===== config.mk =====
export PLATFORM = sky130hd
export DESIGN_NAME = bounded_ordered_list_engine
export DESIGN_NICKNAME = d
export VERILOG_FILES = /design/src/hw/rtl/bole_pkg.sv /design/src/hw/rtl/bole_ram.sv /design/src/hw/rtl/bole_dp.sv /design/src/hw/rtl/bole_ctrl.sv /design/src/hw/rtl/bounded_ordered_list_engine.sv
export SDC_FILE = /design/constraint.sdc
export NUM_CORES = 1
export LEC_CHECK = 0
export ABC_AREA = 0
export BUFFER_PORTS_ARGS = -buffer_cell sky130_fd_sc_hd__buf_2
export CORE_MARGIN = 2
export CORE_UTILIZATION = 45
export CTS_CLUSTER_DIAMETER = 30
export CTS_CLUSTER_SIZE = 8
export DETAILED_ROUTE_END_ITERATION = 6
export PLACE_DENSITY = 0.63
export SKIP_LAST_GASP = 1
export SYNTH_ARGS = -nofsm -noshare
export SYNTH_HDL_FRONTEND = slang
export SYNTH_SLANG_ARGS = --single-unit

===== constraint.sdc =====
create_clock -name clk -period 4.7 [get_ports clk]
set_clock_uncertainty 0.15 [all_clocks]
set_input_delay 0.235 -clock clk [delete_from_list [all_inputs] [get_ports clk]]
set_output_delay 0.235 -clock clk [all_outputs]
set_load 0.05 [all_outputs]

===== src/hw/rtl/bole_pkg.sv =====
// shared constants, command and status types for the ordered list engine
package bole_pkg;

	localparam int CAPACITY  = 16;
	localparam int KEY_WIDTH = 32;

	localparam int ADDR_W    = $clog2(CAPACITY);
	localparam int CNT_W     = $clog2(CAPACITY + 1);
	localparam int FUNC_W    = 4;
	localparam int IDX_W     = 4;
	localparam int IN_KEY_W  = 32;
	localparam int STATUS_W  = 3;
	localparam int COUNT_W   = 5;
	localparam int RKEY_W    = 32;
	localparam int IDX_CMP_W = (CNT_W > IDX_W) ? CNT_W : IDX_W;

	localparam int S_DATA_W  = 40;
	localparam int M_DATA_W  = 40;

	// operation codes
	localparam logic [FUNC_W-1:0] FN_PUSH_BACK  = 4'd0;
	localparam logic [FUNC_W-1:0] FN_POP_BACK   = 4'd1;
	localparam logic [FUNC_W-1:0] FN_PUSH_FRONT = 4'd2;
	localparam logic [FUNC_W-1:0] FN_POP_FRONT  = 4'd3;
	localparam logic [FUNC_W-1:0] FN_REVERSE    = 4'd4;
	localparam logic [FUNC_W-1:0] FN_SORT_INS   = 4'd5;
	localparam logic [FUNC_W-1:0] FN_DELETE     = 4'd6;
	localparam logic [FUNC_W-1:0] FN_CLEAR      = 4'd7;
	localparam logic [FUNC_W-1:0] FN_READ       = 4'd8;

	// result status codes
	localparam logic [STATUS_W-1:0] ST_OK        = 3'd0;
	localparam logic [STATUS_W-1:0] ST_EMPTY     = 3'd1;
	localparam logic [STATUS_W-1:0] ST_FULL      = 3'd2;
	localparam logic [STATUS_W-1:0] ST_NOT_FOUND = 3'd3;
	localparam logic [STATUS_W-1:0] ST_TOO_FEW   = 3'd4;

	// ram read address select
	localparam logic [2:0] RA_P   = 3'd0;
	localparam logic [2:0] RA_P1  = 3'd1;
	localparam logic [2:0] RA_Q   = 3'd2;
	localparam logic [2:0] RA_Q1  = 3'd3;
	localparam logic [2:0] RA_IDX = 3'd4;

	// ram write address select
	localparam logic [1:0] WA_P   = 2'd0;
	localparam logic [1:0] WA_Q   = 2'd1;
	localparam logic [1:0] WA_CNT = 2'd2;

	// ram write data select
	localparam logic [1:0] WD_KEY   = 2'd0;
	localparam logic [1:0] WD_RDATA = 2'd1;
	localparam logic [1:0] WD_HOLD  = 2'd2;

	// pointer and count updates
	localparam logic [1:0] P_HOLD = 2'd0;
	localparam logic [1:0] P_ZERO = 2'd1;
	localparam logic [1:0] P_INC  = 2'd2;

	localparam logic [1:0] Q_HOLD  = 2'd0;
	localparam logic [1:0] Q_CNT   = 2'd1;
	localparam logic [1:0] Q_CNTM1 = 2'd2;
	localparam logic [1:0] Q_DEC   = 2'd3;

	localparam logic [1:0] C_HOLD = 2'd0;
	localparam logic [1:0] C_INC  = 2'd1;
	localparam logic [1:0] C_DEC  = 2'd2;
	localparam logic [1:0] C_ZERO = 2'd3;

	typedef struct packed {
		logic                load;
		logic                ram_re;
		logic [2:0]          raddr_sel;
		logic                ram_we;
		logic [1:0]          waddr_sel;
		logic [1:0]          wdata_sel;
		logic [1:0]          p_op;
		logic [1:0]          q_op;
		logic                hold_ld;
		logic [1:0]          cnt_op;
		logic                out_ld;
		logic [STATUS_W-1:0] out_status;
		logic                out_rk;
	} cmd_t;

	typedef struct packed {
		logic full;
		logic empty;
		logic few;
		logic idx_oob;
		logic p_eq_cnt;
		logic p_last;
		logic p_ge_q;
		logic rd_ge;
		logic rd_eq;
		logic out_free;
	} stat_t;

	function automatic logic [KEY_WIDTH-1:0] key_fit(input logic [IN_KEY_W-1:0] k);
		key_fit = KEY_WIDTH'(signed'(k));
	endfunction

endpackage


===== src/hw/rtl/bole_ram.sv =====
// generic single write, single read ram with registered read data
module bole_ram #(
	parameter int WIDTH = 32,
	parameter int DEPTH = 16
) (
	input  logic                     clk,
	input  logic                     we,
	input  logic [$clog2(DEPTH)-1:0] waddr,
	input  logic [WIDTH-1:0]         wdata,
	input  logic                     re,
	input  logic [$clog2(DEPTH)-1:0] raddr,
	output logic [WIDTH-1:0]         rdata
);

	logic [WIDTH-1:0] mem_q [DEPTH];

	always_ff @(posedge clk) begin
		if (we) begin
			mem_q[waddr] <= wdata;
		end
		if (re) begin
			rdata <= mem_q[raddr];
		end
	end

endmodule


===== src/hw/rtl/bole_dp.sv =====
// datapath: key ram, pointers, entry count and result register
module bole_dp import bole_pkg::*; (
	input  logic                 clk,
	input  logic                 arst_n,
	input  cmd_t                 cmd,
	input  logic [IN_KEY_W-1:0]  key,
	input  logic [IDX_W-1:0]     index,
	output stat_t                stat,
	output logic                 m_valid,
	input  logic                 m_ready,
	output logic [STATUS_W-1:0]  status,
	output logic [COUNT_W-1:0]   count,
	output logic [RKEY_W-1:0]    read_key
);

	logic [KEY_WIDTH-1:0] key_q;
	logic [IDX_W-1:0]     idx_q;
	logic [KEY_WIDTH-1:0] hold_q;
	logic [CNT_W-1:0]     cnt_q;
	logic [CNT_W-1:0]     p_q;
	logic [ADDR_W-1:0]    q_q;
	logic                 valid_q;
	logic [STATUS_W-1:0]  status_q;
	logic [COUNT_W-1:0]   count_q;
	logic [RKEY_W-1:0]    rkey_q;

	logic [KEY_WIDTH-1:0] rdata;
	logic [KEY_WIDTH-1:0] wdata;
	logic [ADDR_W-1:0]    raddr;
	logic [ADDR_W-1:0]    waddr;
	logic [CNT_W-1:0]     p_inc;

	assign p_inc = p_q + CNT_W'(1);

	always_comb begin
		case (cmd.raddr_sel)
			RA_P:    raddr = ADDR_W'(p_q);
			RA_P1:   raddr = ADDR_W'(p_inc);
			RA_Q:    raddr = q_q;
			RA_Q1:   raddr = q_q - ADDR_W'(1);
			RA_IDX:  raddr = ADDR_W'(idx_q);
			default: raddr = ADDR_W'(p_q);
		endcase
		case (cmd.waddr_sel)
			WA_P:    waddr = ADDR_W'(p_q);
			WA_Q:    waddr = q_q;
			WA_CNT:  waddr = ADDR_W'(cnt_q);
			default: waddr = ADDR_W'(p_q);
		endcase
		case (cmd.wdata_sel)
			WD_KEY:   wdata = key_q;
			WD_RDATA: wdata = rdata;
			WD_HOLD:  wdata = hold_q;
			default:  wdata = key_q;
		endcase
	end

	bole_ram #(
		.WIDTH(KEY_WIDTH),
		.DEPTH(CAPACITY)
	) u_ram (
		.clk   (clk),
		.we    (cmd.ram_we),
		.waddr (waddr),
		.wdata (wdata),
		.re    (cmd.ram_re),
		.raddr (raddr),
		.rdata (rdata)
	);

	// operand, hold and result capture, no reset needed
	always_ff @(posedge clk) begin
		if (cmd.load) begin
			key_q <= key_fit(key);
			idx_q <= index;
		end
		if (cmd.hold_ld) begin
			hold_q <= rdata;
		end
		if (cmd.out_ld) begin
			status_q <= cmd.out_status;
			count_q  <= COUNT_W'(cnt_q);
			rkey_q   <= cmd.out_rk ? RKEY_W'(signed'(rdata)) : '0;
		end
	end

	always_ff @(posedge clk or negedge arst_n) begin
		if (!arst_n) begin
			cnt_q   <= '0;
			p_q     <= '0;
			q_q     <= '0;
			valid_q <= 1'b0;
		end else begin
			case (cmd.cnt_op)
				C_INC:   cnt_q <= cnt_q + CNT_W'(1);
				C_DEC:   cnt_q <= cnt_q - CNT_W'(1);
				C_ZERO:  cnt_q <= '0;
				default: cnt_q <= cnt_q;
			endcase
			case (cmd.p_op)
				P_ZERO:  p_q <= '0;
				P_INC:   p_q <= p_inc;
				default: p_q <= p_q;
			endcase
			case (cmd.q_op)
				Q_CNT:   q_q <= ADDR_W'(cnt_q);
				Q_CNTM1: q_q <= ADDR_W'(cnt_q - CNT_W'(1));
				Q_DEC:   q_q <= q_q - ADDR_W'(1);
				default: q_q <= q_q;
			endcase
			if (cmd.out_ld) begin
				valid_q <= 1'b1;
			end else if (m_ready) begin
				valid_q <= 1'b0;
			end
		end
	end

	always_comb begin
		stat.full     = (cnt_q == CNT_W'(CAPACITY));
		stat.empty    = (cnt_q == '0);
		stat.few      = (cnt_q < CNT_W'(2));
		stat.idx_oob  = (IDX_CMP_W'(idx_q) >= IDX_CMP_W'(cnt_q));
		stat.p_eq_cnt = (p_q == cnt_q);
		stat.p_last   = (p_inc == cnt_q);
		stat.p_ge_q   = (p_q >= CNT_W'(q_q));
		stat.rd_ge    = ($signed(rdata) >= $signed(key_q));
		stat.rd_eq    = (rdata == key_q);
		stat.out_free = !valid_q || m_ready;
	end

	assign m_valid  = valid_q;
	assign status   = status_q;
	assign count    = count_q;
	assign read_key = rkey_q;

endmodule


===== src/hw/rtl/bole_ctrl.sv =====
// controller: sequences ram reads, writes and pointer moves for each operation
module bole_ctrl import bole_pkg::*; (
	input  logic              clk,
	input  logic              arst_n,
	input  logic              s_valid,
	input  logic [FUNC_W-1:0] func,
	output logic              s_ready,
	output cmd_t              cmd,
	input  stat_t             stat
);

	localparam logic [3:0] S_IDLE   = 4'd0;
	localparam logic [3:0] S_DISP   = 4'd1;
	localparam logic [3:0] S_UP_RD  = 4'd2;
	localparam logic [3:0] S_UP_WR  = 4'd3;
	localparam logic [3:0] S_DN_RD  = 4'd4;
	localparam logic [3:0] S_DN_WR  = 4'd5;
	localparam logic [3:0] S_RV_RA  = 4'd6;
	localparam logic [3:0] S_RV_RB  = 4'd7;
	localparam logic [3:0] S_RV_WA  = 4'd8;
	localparam logic [3:0] S_RV_WB  = 4'd9;
	localparam logic [3:0] S_SC_RD  = 4'd10;
	localparam logic [3:0] S_SC_CMP = 4'd11;
	localparam logic [3:0] S_FIN    = 4'd12;

	logic [3:0]          state_q, state_d;
	logic [FUNC_W-1:0]   func_q;
	logic [STATUS_W-1:0] st_q, st_d;
	logic                rk_q, rk_d;
	logic                is_ins;

	assign s_ready = (state_q == S_IDLE);
	assign is_ins  = (func_q == FN_SORT_INS);

	always_comb begin
		state_d = state_q;
		st_d    = st_q;
		rk_d    = rk_q;
		cmd     = '0;
		case (state_q)
			S_IDLE: begin
				if (s_valid) begin
					cmd.load = 1'b1;
					st_d     = ST_OK;
					rk_d     = 1'b0;
					state_d  = S_DISP;
				end
			end
			S_DISP: begin
				state_d = S_FIN;
				case (func_q)
					FN_PUSH_BACK: begin
						if (stat.full) begin
							st_d = ST_FULL;
						end else begin
							cmd.ram_we    = 1'b1;
							cmd.waddr_sel = WA_CNT;
							cmd.wdata_sel = WD_KEY;
							cmd.cnt_op    = C_INC;
						end
					end
					FN_POP_BACK: begin
						if (stat.empty) begin
							st_d = ST_EMPTY;
						end else begin
							cmd.cnt_op = C_DEC;
						end
					end
					FN_PUSH_FRONT: begin
						if (stat.full) begin
							st_d = ST_FULL;
						end else begin
							cmd.p_op = P_ZERO;
							cmd.q_op = Q_CNT;
							state_d  = S_UP_RD;
						end
					end
					FN_POP_FRONT: begin
						if (stat.empty) begin
							st_d = ST_EMPTY;
						end else begin
							cmd.p_op = P_ZERO;
							state_d  = S_DN_RD;
						end
					end
					FN_REVERSE: begin
						if (stat.few) begin
							st_d = ST_TOO_FEW;
						end else begin
							cmd.p_op = P_ZERO;
							cmd.q_op = Q_CNTM1;
							state_d  = S_RV_RA;
						end
					end
					FN_SORT_INS: begin
						if (stat.full) begin
							st_d = ST_FULL;
						end else begin
							cmd.p_op = P_ZERO;
							state_d  = S_SC_RD;
						end
					end
					FN_DELETE: begin
						cmd.p_op = P_ZERO;
						state_d  = S_SC_RD;
					end
					FN_CLEAR: begin
						cmd.cnt_op = C_ZERO;
					end
					FN_READ: begin
						if (stat.idx_oob) begin
							st_d = ST_NOT_FOUND;
						end else begin
							// ram data is ready once in the finish state
							cmd.ram_re    = 1'b1;
							cmd.raddr_sel = RA_IDX;
							rk_d          = 1'b1;
						end
					end
					default: begin
						st_d = ST_OK;
					end
				endcase
			end
			// open a gap at p by moving entries up from the top, then write the key there
			S_UP_RD: begin
				if (stat.p_ge_q) begin
					cmd.ram_we    = 1'b1;
					cmd.waddr_sel = WA_P;
					cmd.wdata_sel = WD_KEY;
					cmd.cnt_op    = C_INC;
					state_d       = S_FIN;
				end else begin
					cmd.ram_re    = 1'b1;
					cmd.raddr_sel = RA_Q1;
					state_d       = S_UP_WR;
				end
			end
			S_UP_WR: begin
				cmd.ram_we    = 1'b1;
				cmd.waddr_sel = WA_Q;
				cmd.wdata_sel = WD_RDATA;
				cmd.q_op      = Q_DEC;
				state_d       = S_UP_RD;
			end
			// close the gap at p by moving entries down
			S_DN_RD: begin
				if (stat.p_last) begin
					cmd.cnt_op = C_DEC;
					state_d    = S_FIN;
				end else begin
					cmd.ram_re    = 1'b1;
					cmd.raddr_sel = RA_P1;
					state_d       = S_DN_WR;
				end
			end
			S_DN_WR: begin
				cmd.ram_we    = 1'b1;
				cmd.waddr_sel = WA_P;
				cmd.wdata_sel = WD_RDATA;
				cmd.p_op      = P_INC;
				state_d       = S_DN_RD;
			end
			// swap the two ends and walk inward
			S_RV_RA: begin
				if (stat.p_ge_q) begin
					state_d = S_FIN;
				end else begin
					cmd.ram_re    = 1'b1;
					cmd.raddr_sel = RA_P;
					state_d       = S_RV_RB;
				end
			end
			S_RV_RB: begin
				cmd.ram_re    = 1'b1;
				cmd.raddr_sel = RA_Q;
				cmd.hold_ld   = 1'b1;
				state_d       = S_RV_WA;
			end
			S_RV_WA: begin
				cmd.ram_we    = 1'b1;
				cmd.waddr_sel = WA_P;
				cmd.wdata_sel = WD_RDATA;
				state_d       = S_RV_WB;
			end
			S_RV_WB: begin
				cmd.ram_we    = 1'b1;
				cmd.waddr_sel = WA_Q;
				cmd.wdata_sel = WD_HOLD;
				cmd.p_op      = P_INC;
				cmd.q_op      = Q_DEC;
				state_d       = S_RV_RA;
			end
			// linear search from the front
			S_SC_RD: begin
				if (stat.p_eq_cnt) begin
					if (is_ins) begin
						cmd.q_op = Q_CNT;
						state_d  = S_UP_RD;
					end else begin
						st_d    = ST_NOT_FOUND;
						state_d = S_FIN;
					end
				end else begin
					cmd.ram_re    = 1'b1;
					cmd.raddr_sel = RA_P;
					state_d       = S_SC_CMP;
				end
			end
			S_SC_CMP: begin
				if (is_ins) begin
					if (stat.rd_ge) begin
						cmd.q_op = Q_CNT;
						state_d  = S_UP_RD;
					end else begin
						cmd.p_op = P_INC;
						state_d  = S_SC_RD;
					end
				end else begin
					if (stat.rd_eq) begin
						state_d = S_DN_RD;
					end else begin
						cmd.p_op = P_INC;
						state_d  = S_SC_RD;
					end
				end
			end
			S_FIN: begin
				cmd.out_status = st_q;
				cmd.out_rk     = rk_q;
				if (stat.out_free) begin
					cmd.out_ld = 1'b1;
					state_d    = S_IDLE;
				end
			end
			default: begin
				state_d = S_IDLE;
			end
		endcase
	end

	always_ff @(posedge clk or negedge arst_n) begin
		if (!arst_n) begin
			state_q <= S_IDLE;
			func_q  <= '0;
			st_q    <= ST_OK;
			rk_q    <= 1'b0;
		end else begin
			state_q <= state_d;
			st_q    <= st_d;
			rk_q    <= rk_d;
			if (cmd.load) begin
				func_q <= func;
			end
		end
	end

endmodule


===== src/hw/rtl/bounded_ordered_list_engine.sv =====
// top level: ordered list of signed keys held in a ram, one operation per word
// push back, pop back, clear, read and unused codes go straight from dispatch to the finish state;
// push front, pop front, sorted insert and delete move or scan entries one at a time, and reverse
// swaps pairs from both ends inward; the finish state waits until the output register is free
// one word is worked at a time; the next is taken once the result sits in the output register
// reset clears the count and the handshake state; the ram contents are not cleared
module bounded_ordered_list_engine import bole_pkg::*; (
	input  logic                clk,
	input  logic                arst_n,
	input  logic                s_axis_tvalid,
	output logic                s_axis_tready,
	input  logic [S_DATA_W-1:0] s_axis_tdata,  // func[3:0], key[35:4], index[39:36]
	output logic                m_axis_tvalid,
	input  logic                m_axis_tready,
	output logic [M_DATA_W-1:0] m_axis_tdata   // status[2:0], count[7:3], read_key[39:8]
);

	cmd_t                cmd;
	stat_t               stat;
	logic [STATUS_W-1:0] status;
	logic [COUNT_W-1:0]  count;
	logic [RKEY_W-1:0]   read_key;

	bole_ctrl u_ctrl (
		.clk     (clk),
		.arst_n  (arst_n),
		.s_valid (s_axis_tvalid),
		.func    (s_axis_tdata[3:0]),
		.s_ready (s_axis_tready),
		.cmd     (cmd),
		.stat    (stat)
	);

	bole_dp u_dp (
		.clk      (clk),
		.arst_n   (arst_n),
		.cmd      (cmd),
		.key      (s_axis_tdata[35:4]),
		.index    (s_axis_tdata[39:36]),
		.stat     (stat),
		.m_valid  (m_axis_tvalid),
		.m_ready  (m_axis_tready),
		.status   (status),
		.count    (count),
		.read_key (read_key)
	);

	assign m_axis_tdata = {read_key, count, status};

endmodule

### Word level (Yosys, flattened, before mapping)

Memory sizes are Yosys's and may differ from the RTL's. A register that Yosys moved wholly into a read port is not among the register bits.
Index checks and enable logic that the tools add are counted.

* flip-flop bits (word level): 135
* RAM bits: 512
* input port bits: 44
* output and inout port bits: 42
* memories kept: 1

Memories
* u_dp.u_ram.mem_q: words 16, bits a word 32, read ports 1, clocked after memory_dff 1, write ports 1, line bole_ram.sv:15 `logic [WIDTH-1:0] mem_q [DEPTH];`

* add/subtract/negate cells: 4
* magnitude comparators: 4
* equal/unequal tests: 51
* muxes and demuxes: 75
* reduce and logical (&&, ||, !) cells: 20

Operators with widths (count)
* 4-bit two-way mux: 19
* 32-bit case mux with 2 select lines: 1
* 4-bit case mux with 13 select lines: 1
* 32-bit equality test: 1
* 4-bit by 3-bit equality test with 1-bit output, second input constant: 8
* 32-bit greater-or-equal comparator: 1
* 3-bit two-way mux: 10
* 5-bit case mux with 5 select lines: 1
* 4-bit equality test, second input constant: 6
* 4-bit case mux with 6 select lines: 1
* 5-bit two-way mux: 4
* 4-bit case mux with 5 select lines: 1
* 2-bit case mux with 3 select lines: 3
* 1-bit two-way mux: 17
* 4-bit by 2-bit equality test with 1-bit output, second input constant: 4
* 4-bit case mux with 4 select lines: 1
* 3-bit case mux with 5 select lines: 1
* 5-bit case mux with 3 select lines: 1
* 2-bit equality test, second input constant: 7
* 2-bit != test, second input constant: 7
* 2-bit two-way mux: 6
* 3-bit != test, second input constant: 4
* 4-bit case mux with 3 select lines: 1
* 5-bit by 1-bit adder with 5-bit output, second input constant: 2
* 30 further kinds: 46

### Depth between registers and ports, before layout

* word-level depth: 6
* depth in mapped cells: 16
* depth with buffers taken out: 15

### Cells and area by module

From an unflattened synthesis, not the netlist that was laid out.

* cell total of the unflattened synthesis: 1572
* area total of the unflattened synthesis: 27940.5 sq um

Modules (own cells, without submodules)
* bole_ram: instances 1, cells an instance 838, area each 20155.6 sq um, sequential area each 16335.7 sq um
* bole_dp: instances 1, cells an instance 559, area each 6439.9 sq um, sequential area each 3618.5 sq um
* bole_ctrl: instances 1, cells an instance 175, area each 1345.0 sq um, sequential area each 300.3 sq um

### Worst setup path after synthesis

OpenSTA, ideal clock, no wires.

* path type: flip-flop to flip-flop
* from: register u_ctrl.state_q[1]
* to: memory u_dp.u_ram.mem_q[1][0], enable pin
* setup time: 0.421 ns
* arrival time: 3.883 ns
* setup slack: 0.246 ns
* cell stages (with the launch flop): 12
* cells stage by stage: dfrtp_1 clkbuf_1 nand2b_1 or3_1 nor3_1 nand3_1 ha_1 clkbuf_1 a21oi_1 nor2b_1 nand2_1 nor2_1

* longest elaborated chain between the ends: 5
* elaborated cells on any way between the ends: 13

RTL lines
* start, declared: line bole_ctrl.sv:26 `logic [3:0] state_q, state_d;`
* start signal, assigned: line bole_ctrl.sv:249 `state_q <= state_d;`
* 4-bit equality test or 4-bit by 3-bit equality test with 1-bit output (tied branches): line bole_ctrl.sv:40 `case (state_q)`
* 2-bit OR reduction (no line)
* 5-bit case mux with 5 select lines *: line bole_ctrl.sv:40
* 2-bit equality test (tied with other cells): line bole_dp.sv:44 `case (cmd.waddr_sel)`
* 4-bit case mux with 2 select lines or 1-bit two-way mux (tied branches): line bole_dp.sv:44, bole_ram.sv:19
* end, declared: line bole_ram.sv:15

Every way passes the cells marked *; elsewhere a longest branch is shown, timed or not.

### Worst setup path after layout

* from: register u_dp.p_q[0]
* to: register u_dp.u_ram.rdata[30] (read register of u_dp.u_ram.mem_q) (data pin)

* longest elaborated chain between the ends: 6
* elaborated cells on any way between the ends: 14

RTL lines
* start, declared: line bole_dp.sv:20 `logic [CNT_W-1:0] p_q;`
* start signal, assigned: line bole_dp.sv:102 `P_INC: p_q <= p_inc;`
* start signal, assigned: line bole_dp.sv:103 `default: p_q <= p_q;`
* 5-bit by 1-bit adder with 5-bit output: line bole_dp.sv:33 `assign p_inc = p_q + CNT_W'(1);`
* 5-bit equality test: line bole_dp.sv:125 `stat.p_last = (p_inc == cnt_q);`
* 4-bit two-way mux: line bole_ctrl.sv:148 `if (stat.p_last) begin`
* 4-bit case mux with 6 select lines: line bole_ctrl.sv:40
* 3-bit equality test (tied with other cells): line bole_dp.sv:36 `case (cmd.raddr_sel)`
* 4-bit case mux with 4 select lines: line bole_dp.sv:36
* end, declared: line bole_ram.sv:12 `output logic [WIDTH-1:0] rdata`

Several ways; a longest one is shown, not always the timed one.
A chain may end at the register's enable or synchronous reset.

==> metrics.yaml <==
status: "completed"
post-route-drc-count: 0
gp_congestion: 0.918
grt_overflow: 0
antenna_found_initial: 1
clock_path_buffers: 3
finalCriticalPeriod_ps: 4340
max-cap-violations: 0
p_leak_nw: 12.7
cts_buffers: 120
initial_core_util_pct: 45.4
yosysUniqueCellTypes: 72
chipHeight_um: 258
syn_to_final_growth_pct: 22.3
nNetsFinal: 2416
finalPower_mw: 28.4
grt_pass1_wl_mm: 117
clk_pin_slew_worst_paths_ps: 50
synth_area_um2: 29100
setup_tns_ps: 0
dp_hpwl_mm: 44.5
gr-usage-all-layers_pct: 23.0
drt-initial-drc-count: 2127
ys_seq_area_share_pct: 69.5
ys_async_sr_fraction_pct: 3.98
worstRegToRegCells: 12
drv_slew: 0
hold_violations: 0
netlist.area_leader.share_pct: 67.2
path_max_fanout: 38
port_buffers: 85
core_um2: 64200
reg2reg_setup_slack_ps: 360
yosysTopAreaCell: "edfxtp_1"
num_vias: 19500
num_antenna_cells: 0
clk_latency_ps: 670
worst_slew_margin_rel_pct: 4.94
ant_nets: 0
critical_path_class: "flip-flop to flip-flop"
fin_crit_sh_pct: 92.4
wl_per_cell_um: 23.8
cts_root_buf: "clkbuf_16"
cts_resized: 0
dieWidth_um: 258
syn_inst: 2114
tightest_slew_ps: 1430
rows: 93
synth_ff_type: "edfxtp_1"
cts_tree: "done"
syn-num-nets: 2207
ios: 86
synth_edf_count: 652
grt_max_degree: 97
preCtsSetupSlack_ps: 357
die_area_um2: 66800
hold_path.class: "primary input to asynchronous set/reset pin"
fmax_mhz: 230
setup_slack_ps: 356
layout-drive-gt1-share_pct: 17.3
reg2reg_from: "u_dp.p_q[0]"
htree_levels: 3
vdd_drop_max_mv: 0.696
rsz0062_at_grt: "no"
start_kind: "flip-flop"
end_kind: "flip-flop"
ys_seq_elements: 679
synth_area_per_cell_um2: 13.8
arrival_ps: 4580
regToRegEndpoint: "u_dp.u_ram.rdata[30]"
required_ps: 4940
finalSetupViolCount: 0
clock_sinks: 679
via_per_inst: 5.95
grt_pass1_vias: 19300
power.density_nw_per_um2: 796
firstDrtPassIters: 5
wl_mm: 77.9
synth_warnings: 0
yosys-top-cells-area: "edfxtp_1 (67%), a211o_1 (3.1%), nand2_1 (2.7%)"
## area by class of cell
cell class,count,area [um2]
clock inverters,63,739
multi-input cells,1225,8130
flip-flops and latches,679,20300
fillers,5033,28600
well taps,855,1070
repair buffers,240,2070
inverters,57,214
clock buffers,148,3170
## cells in the mapped netlist, types with 5 or more instances
cell type    n
buf_4        5
ha_1        49
a21oi_2     11
edfxtp_1   652
xnor2_1      7
o2111ai_1   32
mux2i_1     68
buf_6        9
nor2_1      48
a221oi_1    67
xor2_1       6
buf_2       51
a31oi_1      5
nor3_1      18
a211oi_1     5
nand3_1    107
a22oi_1      8
or3_1        7
or4_1       34
nand2b_1    13
o22ai_1      6
o211ai_1     7
nand2_1    209
o21ai_0    127
a21o_1      14
inv_1       57
o21a_1       8
a211o_1    102
nand4_1      9
nor2b_1     10
a21oi_1    147
clkbuf_1    85
dfrtp_1     27
and3_1      36
and2_1       7
## what timing repair did
action                                  in CTS  in global routing
endpoints found under the setup margin       0                  0
hold buffers                                46                  0
hold endpoints to repair                    70                  0
setup buffers                                0                  0
## cells in the final DEF (no fill, tap or decap), types with 7 or more instances in the layout
cell type      Yosys  routed
edfxtp_1         652     652
nand2_1          209     208
a21oi_1          147     147
o21ai_0          127     127
clkbuf_16          0     123
nand3_1          107     106
a211o_1          102     102
buf_2             51      85
buf_4              5      80
a221oi_1          67      67
mux2i_1           68      67
inv_1             57      56
ha_1              49      48
dlygate4sd3_1      0      46
and3_1            36      36
or4_1             34      34
nor2_1            48      32
o2111ai_1         32      32
buf_12             0      29
dfrtp_1           27      27
clkbuf_1          85      25
clkinv_2           0      21
clkinv_1           0      19
nor3_1            18      18
nor2_4             1      17
a21o_1            14      14
bufinv_16          0      14
nand2b_1          13      13
a21oi_2           11      11
nor2b_1           10      10
nand4_1            9       9
a22oi_1            8       8
o21a_1             8       8
xnor2_1            7       7
o211ai_1           7       7
## worst max path at each step
stage                      startpoint  depth (start not counted)  slack [ps]                     end
finish                    u_dp.p_q[0]                         12         360    u_dp.u_ram.rdata[30]
global route              u_dp.p_q[0]                         11         160     u_dp.u_ram.rdata[0]
CTS                       u_dp.p_q[0]                         12         370    u_dp.u_ram.rdata[30]
detailed placement        u_dp.p_q[0]                         12         360    u_dp.u_ram.rdata[30]
global placement          u_dp.p_q[0]                         13         440    u_dp.u_ram.rdata[18]
floorplan           u_ctrl.state_q[1]                         11         250  u_dp.u_ram.mem_q[1][0]
## report_power, final
part / switching (mW) / internal, mW
Combinational: 7.26 / 3.48
Sequential: 0.527 / 8.81
Clock: 2.81 / 5.49
Total: 10.6 / 17.8
## through the flow
step	area (um2)	cells	util (%)	hold slack (ps)
4_1_cts	35700	3267	55.5	14.5
5_1_grt	35700	3267	55.5	67.5
3_3_place_gp	31300	3010	48.7	155
3_5_place_dp	31300	3010	48.7	159
6_report	35700	3267	55.5	28.7
2_1_floorplan	29100	2114	-	-211
## cells by family (layout without fill, tap and decap cells)
family,count (synthesis),count (layout),share of synthesized area (%)
DFF,679,679,69.5
AOI/OAI and AO/OA,573,573,13.6
and+or+nand+nor,518,518,8.71
buffers and inverters,210,508,3.22
muxes,72,72,2.49
adders and majority gates,49,49,2.10
xor gates and xnor gates,13,13,0.391
## layer usage
| layer | up-vias | wire, um | track usage, % |
|---|---|---|---|
| met5 | - | 0 | 0 |
| met4 | 0 | 1480 | 7.00 |
| met3 | 107 | 5720 | 3.37 |
| met2 | 879 | 37500 | 37.9 |
| met1 | 9752 | 33200 | 31.6 |
| li1 | 8714 | - | - |
## registers in the layout, summed over array words and instances, names as in the netlist
| register | flops |
|---|---|
| u_dp.status | 3 |
| u_dp.idx_q | 4 |
| u_dp.u_ram.mem_q | 512 |
| u_ctrl.func_q | 4 |
| u_dp.hold_q | 32 |
| u_dp.p_q | 5 |
| u_ctrl.st_q | 3 |
| u_dp.count | 5 |
| u_dp.q_q | 4 |
| u_dp.read_key | 32 |
| u_dp.key_q | 32 |
| u_dp.cnt_q | 5 |
| u_dp.u_ram.rdata | 32 |
| u_dp.m_valid | 1 |
| u_ctrl.state_q | 4 |
| u_ctrl.rk_q | 1 |
## critical path, stage by stage, from the launching register on
cell and delay [ps]:
dfrtp_1 500, ha_1 350, xnor2_1 270, a22oi_1 150, o211a_2 300, o211a_4 280, nand2_2 150, mux2i_4 630
buf_12 300, buf_4 160, a211o_1 100, o2111ai_1 150, or4_1 570
Power figures use the tool's default switching activity.
